**src/hw/rtl/sha1s_pkg.sv**
```systemverilog
// Shared types and constants for the SHA-1 stream hasher.
`default_nettype none

package sha1s_pkg;

	typedef logic [31:0] word_t;

	localparam word_t H_INIT [5] = '{
		32'h67452301, 32'hEFCDAB89, 32'h98BADCFE, 32'h10325476, 32'hC3D2E1F0
	};

	localparam word_t RND_K [4] = '{
		32'h5A827999, 32'h6ED9EBA1, 32'h8F1BBCDC, 32'hCA62C1D6
	};

	localparam logic [7:0] PAD_BYTE      = 8'h80;
	localparam logic [5:0] IDX_LAST      = 6'd63;
	localparam logic [5:0] IDX_LEN_START = 6'd56;
	localparam logic [6:0] RND_GRP1      = 7'd20;
	localparam logic [6:0] RND_GRP2      = 7'd40;
	localparam logic [6:0] RND_GRP3      = 7'd60;
	localparam logic [6:0] RND_FOLD      = 7'd80;

	typedef enum logic [1:0] {
		SRC_DATA,
		SRC_PAD,
		SRC_ZERO,
		SRC_LEN
	} byte_src_t;

	typedef enum logic [2:0] {
		ST_ACCEPT,
		ST_FIN_WAIT,
		ST_PAD_MARK,
		ST_PAD_ZERO,
		ST_PAD_LEN,
		ST_DRAIN,
		ST_EMIT
	} state_t;

	typedef struct packed {
		logic      shift;
		byte_src_t src;
		logic      count;
		logic      reinit;
		logic      load_out;
	} cmd_t;

	typedef struct packed {
		logic busy;
		logic idx_last;
		logic idx_len;
		logic ovf;
		logic out_free;
	} status_t;

endpackage

`default_nettype wire

```
**src/hw/rtl/sha1s_core.sv**
```systemverilog
// SHA-1 compression unit: one round per cycle, rolling schedule window, chaining words.
`default_nettype none

module sha1s_core (
	input  wire logic         clk,
	input  wire logic         arst_n,
	input  wire logic         start,
	input  wire logic         init,
	input  wire logic [511:0] blk,
	output logic              busy,
	output logic [159:0]      digest
);

	sha1s_pkg::word_t chain_q [5];
	sha1s_pkg::word_t w_q [16];
	sha1s_pkg::word_t a_q, b_q, c_q, d_q, e_q;
	logic [6:0]       rnd_q;
	logic             busy_q;

	sha1s_pkg::word_t f, k, t, w_new;

	always_comb begin
		if (rnd_q < sha1s_pkg::RND_GRP1) begin
			f = (b_q & c_q) | (~b_q & d_q);
			k = sha1s_pkg::RND_K[0];
		end else if (rnd_q < sha1s_pkg::RND_GRP2) begin
			f = b_q ^ c_q ^ d_q;
			k = sha1s_pkg::RND_K[1];
		end else if (rnd_q < sha1s_pkg::RND_GRP3) begin
			f = (b_q & c_q) | (b_q & d_q) | (c_q & d_q);
			k = sha1s_pkg::RND_K[2];
		end else begin
			f = b_q ^ c_q ^ d_q;
			k = sha1s_pkg::RND_K[3];
		end
		t = {a_q[26:0], a_q[31:27]} + f + e_q + w_q[0] + k;
		w_new = w_q[13] ^ w_q[8] ^ w_q[2] ^ w_q[0];
		w_new = {w_new[30:0], w_new[31]};
	end

	always_ff @(posedge clk or negedge arst_n) begin
		if (!arst_n) begin
			busy_q <= 1'b0;
			rnd_q  <= '0;
			for (int i = 0; i < 5; i++) begin
				chain_q[i] <= sha1s_pkg::H_INIT[i];
			end
		end else if (init) begin
			for (int i = 0; i < 5; i++) begin
				chain_q[i] <= sha1s_pkg::H_INIT[i];
			end
		end else if (start) begin
			busy_q <= 1'b1;
			rnd_q  <= '0;
		end else if (busy_q) begin
			if (rnd_q == sha1s_pkg::RND_FOLD) begin
				// fold the working words back into the chain
				chain_q[0] <= chain_q[0] + a_q;
				chain_q[1] <= chain_q[1] + b_q;
				chain_q[2] <= chain_q[2] + c_q;
				chain_q[3] <= chain_q[3] + d_q;
				chain_q[4] <= chain_q[4] + e_q;
				busy_q     <= 1'b0;
			end else begin
				rnd_q <= rnd_q + 7'd1;
			end
		end
	end

	always_ff @(posedge clk) begin
		if (start) begin
			for (int i = 0; i < 16; i++) begin
				w_q[i] <= blk[511 - 32 * i -: 32];
			end
			a_q <= chain_q[0];
			b_q <= chain_q[1];
			c_q <= chain_q[2];
			d_q <= chain_q[3];
			e_q <= chain_q[4];
		end else if (busy_q && rnd_q != sha1s_pkg::RND_FOLD) begin
			for (int i = 0; i < 15; i++) begin
				w_q[i] <= w_q[i + 1];
			end
			w_q[15] <= w_new;
			e_q <= d_q;
			d_q <= c_q;
			c_q <= {b_q[1:0], b_q[31:2]};
			b_q <= a_q;
			a_q <= t;
		end
	end

	assign busy   = busy_q;
	assign digest = {chain_q[4], chain_q[3], chain_q[2], chain_q[1], chain_q[0]};

endmodule

`default_nettype wire

```
**src/hw/rtl/sha1s_dpath.sv**
```systemverilog
// Byte datapath: block shift buffer, byte index, length count, padding bytes, result register.
`default_nettype none

module sha1s_dpath (
	input  wire logic              clk,
	input  wire logic              arst_n,
	input  wire sha1s_pkg::cmd_t   cmd,
	output sha1s_pkg::status_t     status,
	input  wire logic [7:0]        data_byte,
	input  wire logic              core_busy,
	input  wire logic [159:0]      digest,
	output logic                   blk_start,
	output logic [511:0]           blk,
	input  wire logic              out_ready,
	output logic                   out_valid,
	output logic [159:0]           out_digest,
	output logic                   out_failed
);

	logic [511:0] buf_q;
	logic [5:0]   idx_q;
	logic [60:0]  cnt_q;
	logic         ovf_q;
	logic         out_valid_q;
	logic [159:0] out_digest_q;
	logic         out_failed_q;

	logic [7:0]   nbyte;
	logic [63:0]  len_sh;

	always_comb begin
		len_sh = {cnt_q, 3'b000} << {idx_q[2:0], 3'b000};
		case (cmd.src)
			sha1s_pkg::SRC_DATA: nbyte = data_byte;
			sha1s_pkg::SRC_PAD:  nbyte = sha1s_pkg::PAD_BYTE;
			sha1s_pkg::SRC_ZERO: nbyte = 8'h00;
			sha1s_pkg::SRC_LEN:  nbyte = len_sh[63:56];
			default:             nbyte = 8'h00;
		endcase
	end

	assign blk       = {buf_q[503:0], nbyte};
	assign blk_start = cmd.shift && (idx_q == sha1s_pkg::IDX_LAST);

	always_ff @(posedge clk) begin
		if (cmd.shift) begin
			buf_q <= blk;
		end
		if (cmd.load_out) begin
			out_digest_q <= ovf_q ? '0 : digest;
			out_failed_q <= ovf_q;
		end
	end

	always_ff @(posedge clk or negedge arst_n) begin
		if (!arst_n) begin
			idx_q       <= '0;
			cnt_q       <= '0;
			ovf_q       <= 1'b0;
			out_valid_q <= 1'b0;
		end else begin
			if (cmd.reinit) begin
				idx_q <= '0;
				cnt_q <= '0;
				ovf_q <= 1'b0;
			end else begin
				if (cmd.shift) begin
					idx_q <= idx_q + 6'd1;
				end
				if (cmd.count) begin
					cnt_q <= cnt_q + 61'd1;
					// count wraps to zero: latch the overflow
					if (&cnt_q) begin
						ovf_q <= 1'b1;
					end
				end
			end
			if (cmd.load_out) begin
				out_valid_q <= 1'b1;
			end else if (out_ready) begin
				out_valid_q <= 1'b0;
			end
		end
	end

	assign status.busy     = core_busy;
	assign status.idx_last = (idx_q == sha1s_pkg::IDX_LAST);
	assign status.idx_len  = (idx_q == sha1s_pkg::IDX_LEN_START);
	assign status.ovf      = ovf_q;
	assign status.out_free = !out_valid_q || out_ready;

	assign out_valid  = out_valid_q;
	assign out_digest = out_digest_q;
	assign out_failed = out_failed_q;

endmodule

`default_nettype wire

```
**src/hw/rtl/sha1s_ctrl.sv**
```systemverilog
// Controller: request intake, padding sequence and result hand-off.
`default_nettype none

module sha1s_ctrl (
	input  wire logic                clk,
	input  wire logic                arst_n,
	input  wire logic                in_valid,
	input  wire logic                in_last,
	input  wire logic                byte_valid,
	input  wire sha1s_pkg::status_t  status,
	output logic                     in_ready,
	output sha1s_pkg::cmd_t          cmd
);

	sha1s_pkg::state_t state_q, state_nxt;
	logic              step_ok;

	// a byte that closes a block must wait for the compression unit
	assign step_ok = !(status.busy && status.idx_last);

	always_ff @(posedge clk or negedge arst_n) begin
		if (!arst_n) begin
			state_q <= sha1s_pkg::ST_ACCEPT;
		end else begin
			state_q <= state_nxt;
		end
	end

	always_comb begin
		state_nxt = state_q;
		case (state_q)
			sha1s_pkg::ST_ACCEPT: begin
				if (in_valid && step_ok && in_last) begin
					state_nxt = sha1s_pkg::ST_FIN_WAIT;
				end
			end
			sha1s_pkg::ST_FIN_WAIT: begin
				if (!status.busy) begin
					state_nxt = status.ovf ? sha1s_pkg::ST_EMIT : sha1s_pkg::ST_PAD_MARK;
				end
			end
			sha1s_pkg::ST_PAD_MARK: begin
				if (step_ok) begin
					state_nxt = sha1s_pkg::ST_PAD_ZERO;
				end
			end
			sha1s_pkg::ST_PAD_ZERO: begin
				if (status.idx_len) begin
					state_nxt = sha1s_pkg::ST_PAD_LEN;
				end
			end
			sha1s_pkg::ST_PAD_LEN: begin
				if (step_ok && status.idx_last) begin
					state_nxt = sha1s_pkg::ST_DRAIN;
				end
			end
			sha1s_pkg::ST_DRAIN: begin
				if (!status.busy) begin
					state_nxt = sha1s_pkg::ST_EMIT;
				end
			end
			sha1s_pkg::ST_EMIT: begin
				if (status.out_free) begin
					state_nxt = sha1s_pkg::ST_ACCEPT;
				end
			end
			default: state_nxt = sha1s_pkg::ST_ACCEPT;
		endcase
	end

	always_comb begin
		cmd      = '0;
		in_ready = 1'b0;
		case (state_q)
			sha1s_pkg::ST_ACCEPT: begin
				in_ready = step_ok;
				// drop bytes once the length count has overflowed
				if (in_valid && step_ok && byte_valid && !status.ovf) begin
					cmd.shift = 1'b1;
					cmd.count = 1'b1;
					cmd.src   = sha1s_pkg::SRC_DATA;
				end
			end
			sha1s_pkg::ST_PAD_MARK: begin
				if (step_ok) begin
					cmd.shift = 1'b1;
					cmd.src   = sha1s_pkg::SRC_PAD;
				end
			end
			sha1s_pkg::ST_PAD_ZERO: begin
				if (!status.idx_len && step_ok) begin
					cmd.shift = 1'b1;
					cmd.src   = sha1s_pkg::SRC_ZERO;
				end
			end
			sha1s_pkg::ST_PAD_LEN: begin
				if (step_ok) begin
					cmd.shift = 1'b1;
					cmd.src   = sha1s_pkg::SRC_LEN;
				end
			end
			sha1s_pkg::ST_EMIT: begin
				if (status.out_free) begin
					cmd.load_out = 1'b1;
					cmd.reinit   = 1'b1;
				end
			end
			default: begin
				cmd      = '0;
				in_ready = 1'b0;
			end
		endcase
	end

endmodule

`default_nettype wire

```
**src/hw/rtl/sha1_stream_hasher.sv**
```systemverilog
// SHA-1 stream hasher: byte requests in, one digest request out per message.
//
// Input channel: one request per message byte on s_tdata, s_tuser set when the byte
// belongs to the message, s_tlast set on the request that ends the message.
// Output channel: one request per finished message, H0..H4 on m_tdata and m_tuser set
// when the 64-bit bit count overflowed (digest words are then zero).
// Throughput: a byte is taken every cycle while intake is open; each 64-byte block
// runs through an 80-round compression unit at one round per cycle, then a fold
// step adds the working words into the chaining words, beside intake. The byte that
// closes a block waits while the previous block is still compressing, so long
// messages stream at the pace of the compression unit.
// After the ending request the padding bytes go in one per cycle, a byte that closes a
// block waiting on the core, and one or two blocks compress (no padding on overflow).
// Reset clears the controller, counts and result valid flag and loads the initial
// chaining words. The result register holds a digest while m_tready is low; intake
// of the next message goes on and stalls only when its own digest is ready to load.
`default_nettype none

module sha1_stream_hasher (
	input  wire logic         clk,
	input  wire logic         arst_n,
	input  wire logic         s_tvalid,
	output logic              s_tready,
	input  wire logic [7:0]   s_tdata,   // [7:0] data_byte
	input  wire logic         s_tuser,   // [0] byte_valid
	input  wire logic         s_tlast,
	output logic              m_tvalid,
	input  wire logic         m_tready,
	output logic [159:0]      m_tdata,   // [31:0] digest_word0 .. [159:128] digest_word4
	output logic              m_tuser    // [0] failed
);

	sha1s_pkg::cmd_t    cmd;
	sha1s_pkg::status_t status;
	logic               core_busy;
	logic               blk_start;
	logic [511:0]       blk;
	logic [159:0]       digest;

	sha1s_ctrl u_ctrl (
		.clk        (clk),
		.arst_n     (arst_n),
		.in_valid   (s_tvalid),
		.in_last    (s_tlast),
		.byte_valid (s_tuser),
		.status     (status),
		.in_ready   (s_tready),
		.cmd        (cmd)
	);

	sha1s_dpath u_dpath (
		.clk        (clk),
		.arst_n     (arst_n),
		.cmd        (cmd),
		.status     (status),
		.data_byte  (s_tdata),
		.core_busy  (core_busy),
		.digest     (digest),
		.blk_start  (blk_start),
		.blk        (blk),
		.out_ready  (m_tready),
		.out_valid  (m_tvalid),
		.out_digest (m_tdata),
		.out_failed (m_tuser)
	);

	sha1s_core u_core (
		.clk    (clk),
		.arst_n (arst_n),
		.start  (blk_start),
		.init   (cmd.reinit),
		.blk    (blk),
		.busy   (core_busy),
		.digest (digest)
	);

endmodule

`default_nettype wire

```
**config.mk**
```make
export PLATFORM = sky130hd
export DESIGN_NAME = sha1_stream_hasher
export DESIGN_NICKNAME = d
export VERILOG_FILES = /design/src/hw/rtl/sha1s_pkg.sv /design/src/hw/rtl/sha1s_core.sv /design/src/hw/rtl/sha1s_dpath.sv /design/src/hw/rtl/sha1s_ctrl.sv /design/src/hw/rtl/sha1_stream_hasher.sv
export SDC_FILE = /design/constraint.sdc
export NUM_CORES = 2
export LEC_CHECK = 0
export BUFFER_PORTS_ARGS = -buffer_cell sky130_fd_sc_hd__buf_2
export CAP_MARGIN = 20
export CORE_MARGIN = 10
export CORE_UTILIZATION = 60
export CTS_CLUSTER_SIZE = 10
export DETAILED_ROUTE_END_ITERATION = 10
export HOLD_SLACK_MARGIN = 0.08
export PLACE_DENSITY = 0.77
export SLEW_MARGIN = 0
export SYNTH_ARGS = -nofsm -noshare
export SYNTH_HDL_FRONTEND = slang
export SYNTH_SLANG_ARGS = --single-unit
```
**constraint.sdc**
```tcl
create_clock -name clk -period 35.9 [get_ports clk]
set_input_delay 1.795 -clock clk [delete_from_list [all_inputs] [get_ports clk]]
set_output_delay 1.795 -clock clk [all_outputs]
set_load 0.01 [all_outputs]
```
==> qor.txt <==
Status = completed
Clock-pin slew on the worst setup and hold paths = 0.06 ns
Seq/Total Area, Yosys = 0.626
Row cnt = 128
Layout cell share with drive strength beyond 1 = 0.0827
CP Class = flip-flop to flip-flop
Met1 Use GR = 0.344
Slowest stage delay, CP = 0.95 ns
Mean Syn Cell Area = 11.4 um2
Clock Sinks = 1577
Vias in the first global route = 47600
Yosys top cell area share = 0.544
Compound-Gate Fraction of Synth Area = 0.0712
DRC = 0
CTS tree = yes
Die Width = 371 um
Hold_sp = u_dpath.buf_q[56]
Root Driver = clkbuf_16
Synthesized instance count = 6474
Slowest CP cell = buf_4
Port Buf Inserts = 176
Post-cts sizing count = 0
Final Wtd Congestion = 0.976
Pin count of the biggest net entering global routing = 225
Initial Util = 0.605
GR peak layer = met2
FF-to-FF End = u_dpath.buf_q[204]
Async S/R FF share, synth = 0.152
GRT Total Usage = 0.263
Synthesized area = 0.0739 mm2
Clock Skew = 0.0402 ns
PnR worst setup slack = 28.38 ns
CP Max Fanout = 80
Crit path launch type = flip-flop
Final nets = 6985
Most instantiated library cell after synthesis = nand2_1
Post-Place Cells = 8066
Top post-synthesis cells by count = nand2_1, edfxtp_1, a21oi_1, nor2_1, ha_1
Hold Path Sink = u_dpath.buf_q[64]
Final ANT Viol Nets = 0
R2R setup slack = 28.38 ns
Reg2reg start = u_dpath.idx_q[1]
Max-slew violations = 0
Grt met3 use = 0.0434
Hold_buf cts = 0
Ys flop type = edfxtp_1
Area leader, netlist = edfxtp_1
Fmax = 133 MHz
Post-place setup slack = 27.96 ns
Final Cycle Share = 0.209
Core area = 0.122 mm2
Post-DP HPWL = 124 mm
First-pass GRT wire length = 279 mm
Final Core Density = 0.667
Relative slew slack = 0.192
Wirelength, routed = 182 mm
Max H-tree Level = 4
Detailed-router iteration count before antenna repair = 8
Worst hold path class = flip-flop to flip-flop
Setup Fix Bufs, Post-CTS = 0
CP endpoint kind = flip-flop
Clock latency on the worst-skew pair = 0.82 ns
Setup TNS = 0 ns
Least-Margin Pin Slew = 1.21 ns
R2R depth = 10
Layout Cells excl Fill = 8337
Critical path cell sequence = ha_1, and2_1, and3_1, nor4b_4, o21bai_4, buf_4, buf_4, buf_4, buf_4, buf_4
Netlist cell types = 90
Hold depth = 0
Critical Path Most Common Cell = buf_4
Required @ worst endpoint = 36.32 ns
Clock Path Buffers = 3
Mean number of vias per cell = 5.85
Remaining global-route overflow = 0
Total Die Area = 0.138 mm2
Crit path arrival time = 7.94 ns
Mux contribution to synthesized area = 0.00715
Grt met2 use = 0.417
Die height = 371 um
Via Count = 48800
RSZ-0062 raised after global routing = no
Final setup violation count = 0
Synth warn = 0
Post-synth EDFFs = 1337
#FFs+latches synth = 1577
Io pins = 177
Starting DRT DRC Count = 5113
Synthesis-to-layout area growth = 10.2%
Synthesized Nets = 6837
Adder-Cell Fraction of Synth Area = 0.0717
Initial antenna violation count = 3
CTS Buf Count = 178
Simple-gate share of the synthesized area = 0.164
Synth Area in XOR/XNOR = 0.0347
Fill count = 8794
Final-report hold violation count = 0
Max_cap viols = 0
Wire length per cell = 21.9 um
Top cells by area, synth = edfxtp_1, nand2_1, dfrtp_1
Main combinational cell family by area after synthesis = simple AND/OR/NAND/NOR gates
Min Tclk post-route = 7.52 ns
==> worst max path at each step <==
stage	end	depth (start not counted)	startpoint	slack (ns)
floorplan	u_core.a_q[0]	11	u_dpath.idx_q[0]	4.93
global placement	u_dpath.buf_q[196]	9	s_tuser	28.13
detailed placement	u_dpath.buf_q[204]	9	s_tuser	27.96
CTS	u_dpath.buf_q[60]	10	u_dpath.idx_q[0]	28.41
global route	u_dpath.buf_q[260]	10	u_dpath.idx_q[1]	27.89
finish	u_dpath.buf_q[204]	10	u_dpath.idx_q[1]	28.38
==> stage by stage <==
step	hold WS, ns	instance area (um2)
2_1_floorplan	0.423	73900
3_3_place_gp	0.428	76200
3_5_place_dp	0.432	76200
4_1_cts	0.435	81400
5_1_grt	0.443	81400
6_report	0.429	81400
==> area by class of cell <==
cell class	count	area (um2)	area share
diodes	1	2.50	0.0000308
clock buffers	250	4770	0.0586
clock inverters	19	352	0.00432
inverters	220	833	0.0102
multi-input cells	4421	25800	0.318
flip-flops and latches	1577	46300	0.568
well taps	1625	2030	0.0250
repair buffers	224	1290	0.0158
==> sequential cells by signal, summed over array words and instances, names as in the netlist <==
register,flops
u_core.w_q,512
u_dpath.out_failed,1
u_core.rnd_q,7
u_core.b_q,32
u_dpath.buf_q,504
u_core.c_q,32
u_ctrl.state_q,3
u_dpath.ovf_q,1
u_core.digest,160
u_dpath.out_valid,1
u_core.e_q,32
u_core.busy,1
u_dpath.idx_q,6
u_core.d_q,32
u_dpath.out_digest,160
u_core.a_q,32
u_dpath.cnt_q,61
==> layout by cell type (no fill, tap or decap), types with 137 or more instances in the layout <==
cell and n:
clkbuf_16 179, ha_1 225, dfrtp_1 159, nand2_1 2142
a21oi_1 266, inv_1 218, nor2_1 265, nor2b_1 205
edfxtp_1 1337, xnor2_1 184, o21ai_0 137, buf_2 175
==> critical path: cells and delay by family, from the launching register on <==
kind                     cells  cell delay [ns]
buffers and inverters        5             4.14
AO/OA/AOI/OAI                1             0.57
flip-flops                   1             0.71
adder cells (fa/ha/maj)      1             0.38
AND/OR/NAND/NOR              3             1.14
==> cell families (layout without fill, tap and decap cells) <==
kind of cell,after synthesis,in the layout
multiplexers,36,36
buffers and inverters,476,713
other,0,1
XOR/XNOR,293,293
AO/OA/AOI/OAI,833,833
AND/OR/NAND/NOR,2910,2910
adder cells (fa/ha/maj),349,349
flip-flops,1577,1577
==> per-layer routing <==
layer  up-vias  routed length (um)  part of all wire
met1     23900               72400              0.40
met5         -                   0                 0
met3       432               12300             0.067
met4         0               11600             0.064
met2      1898               86000              0.47
li1      22500                   -                 -
Power is not shown: default switching activity piles up to over one toggle a cycle in this logic, so the estimate is an artifact.
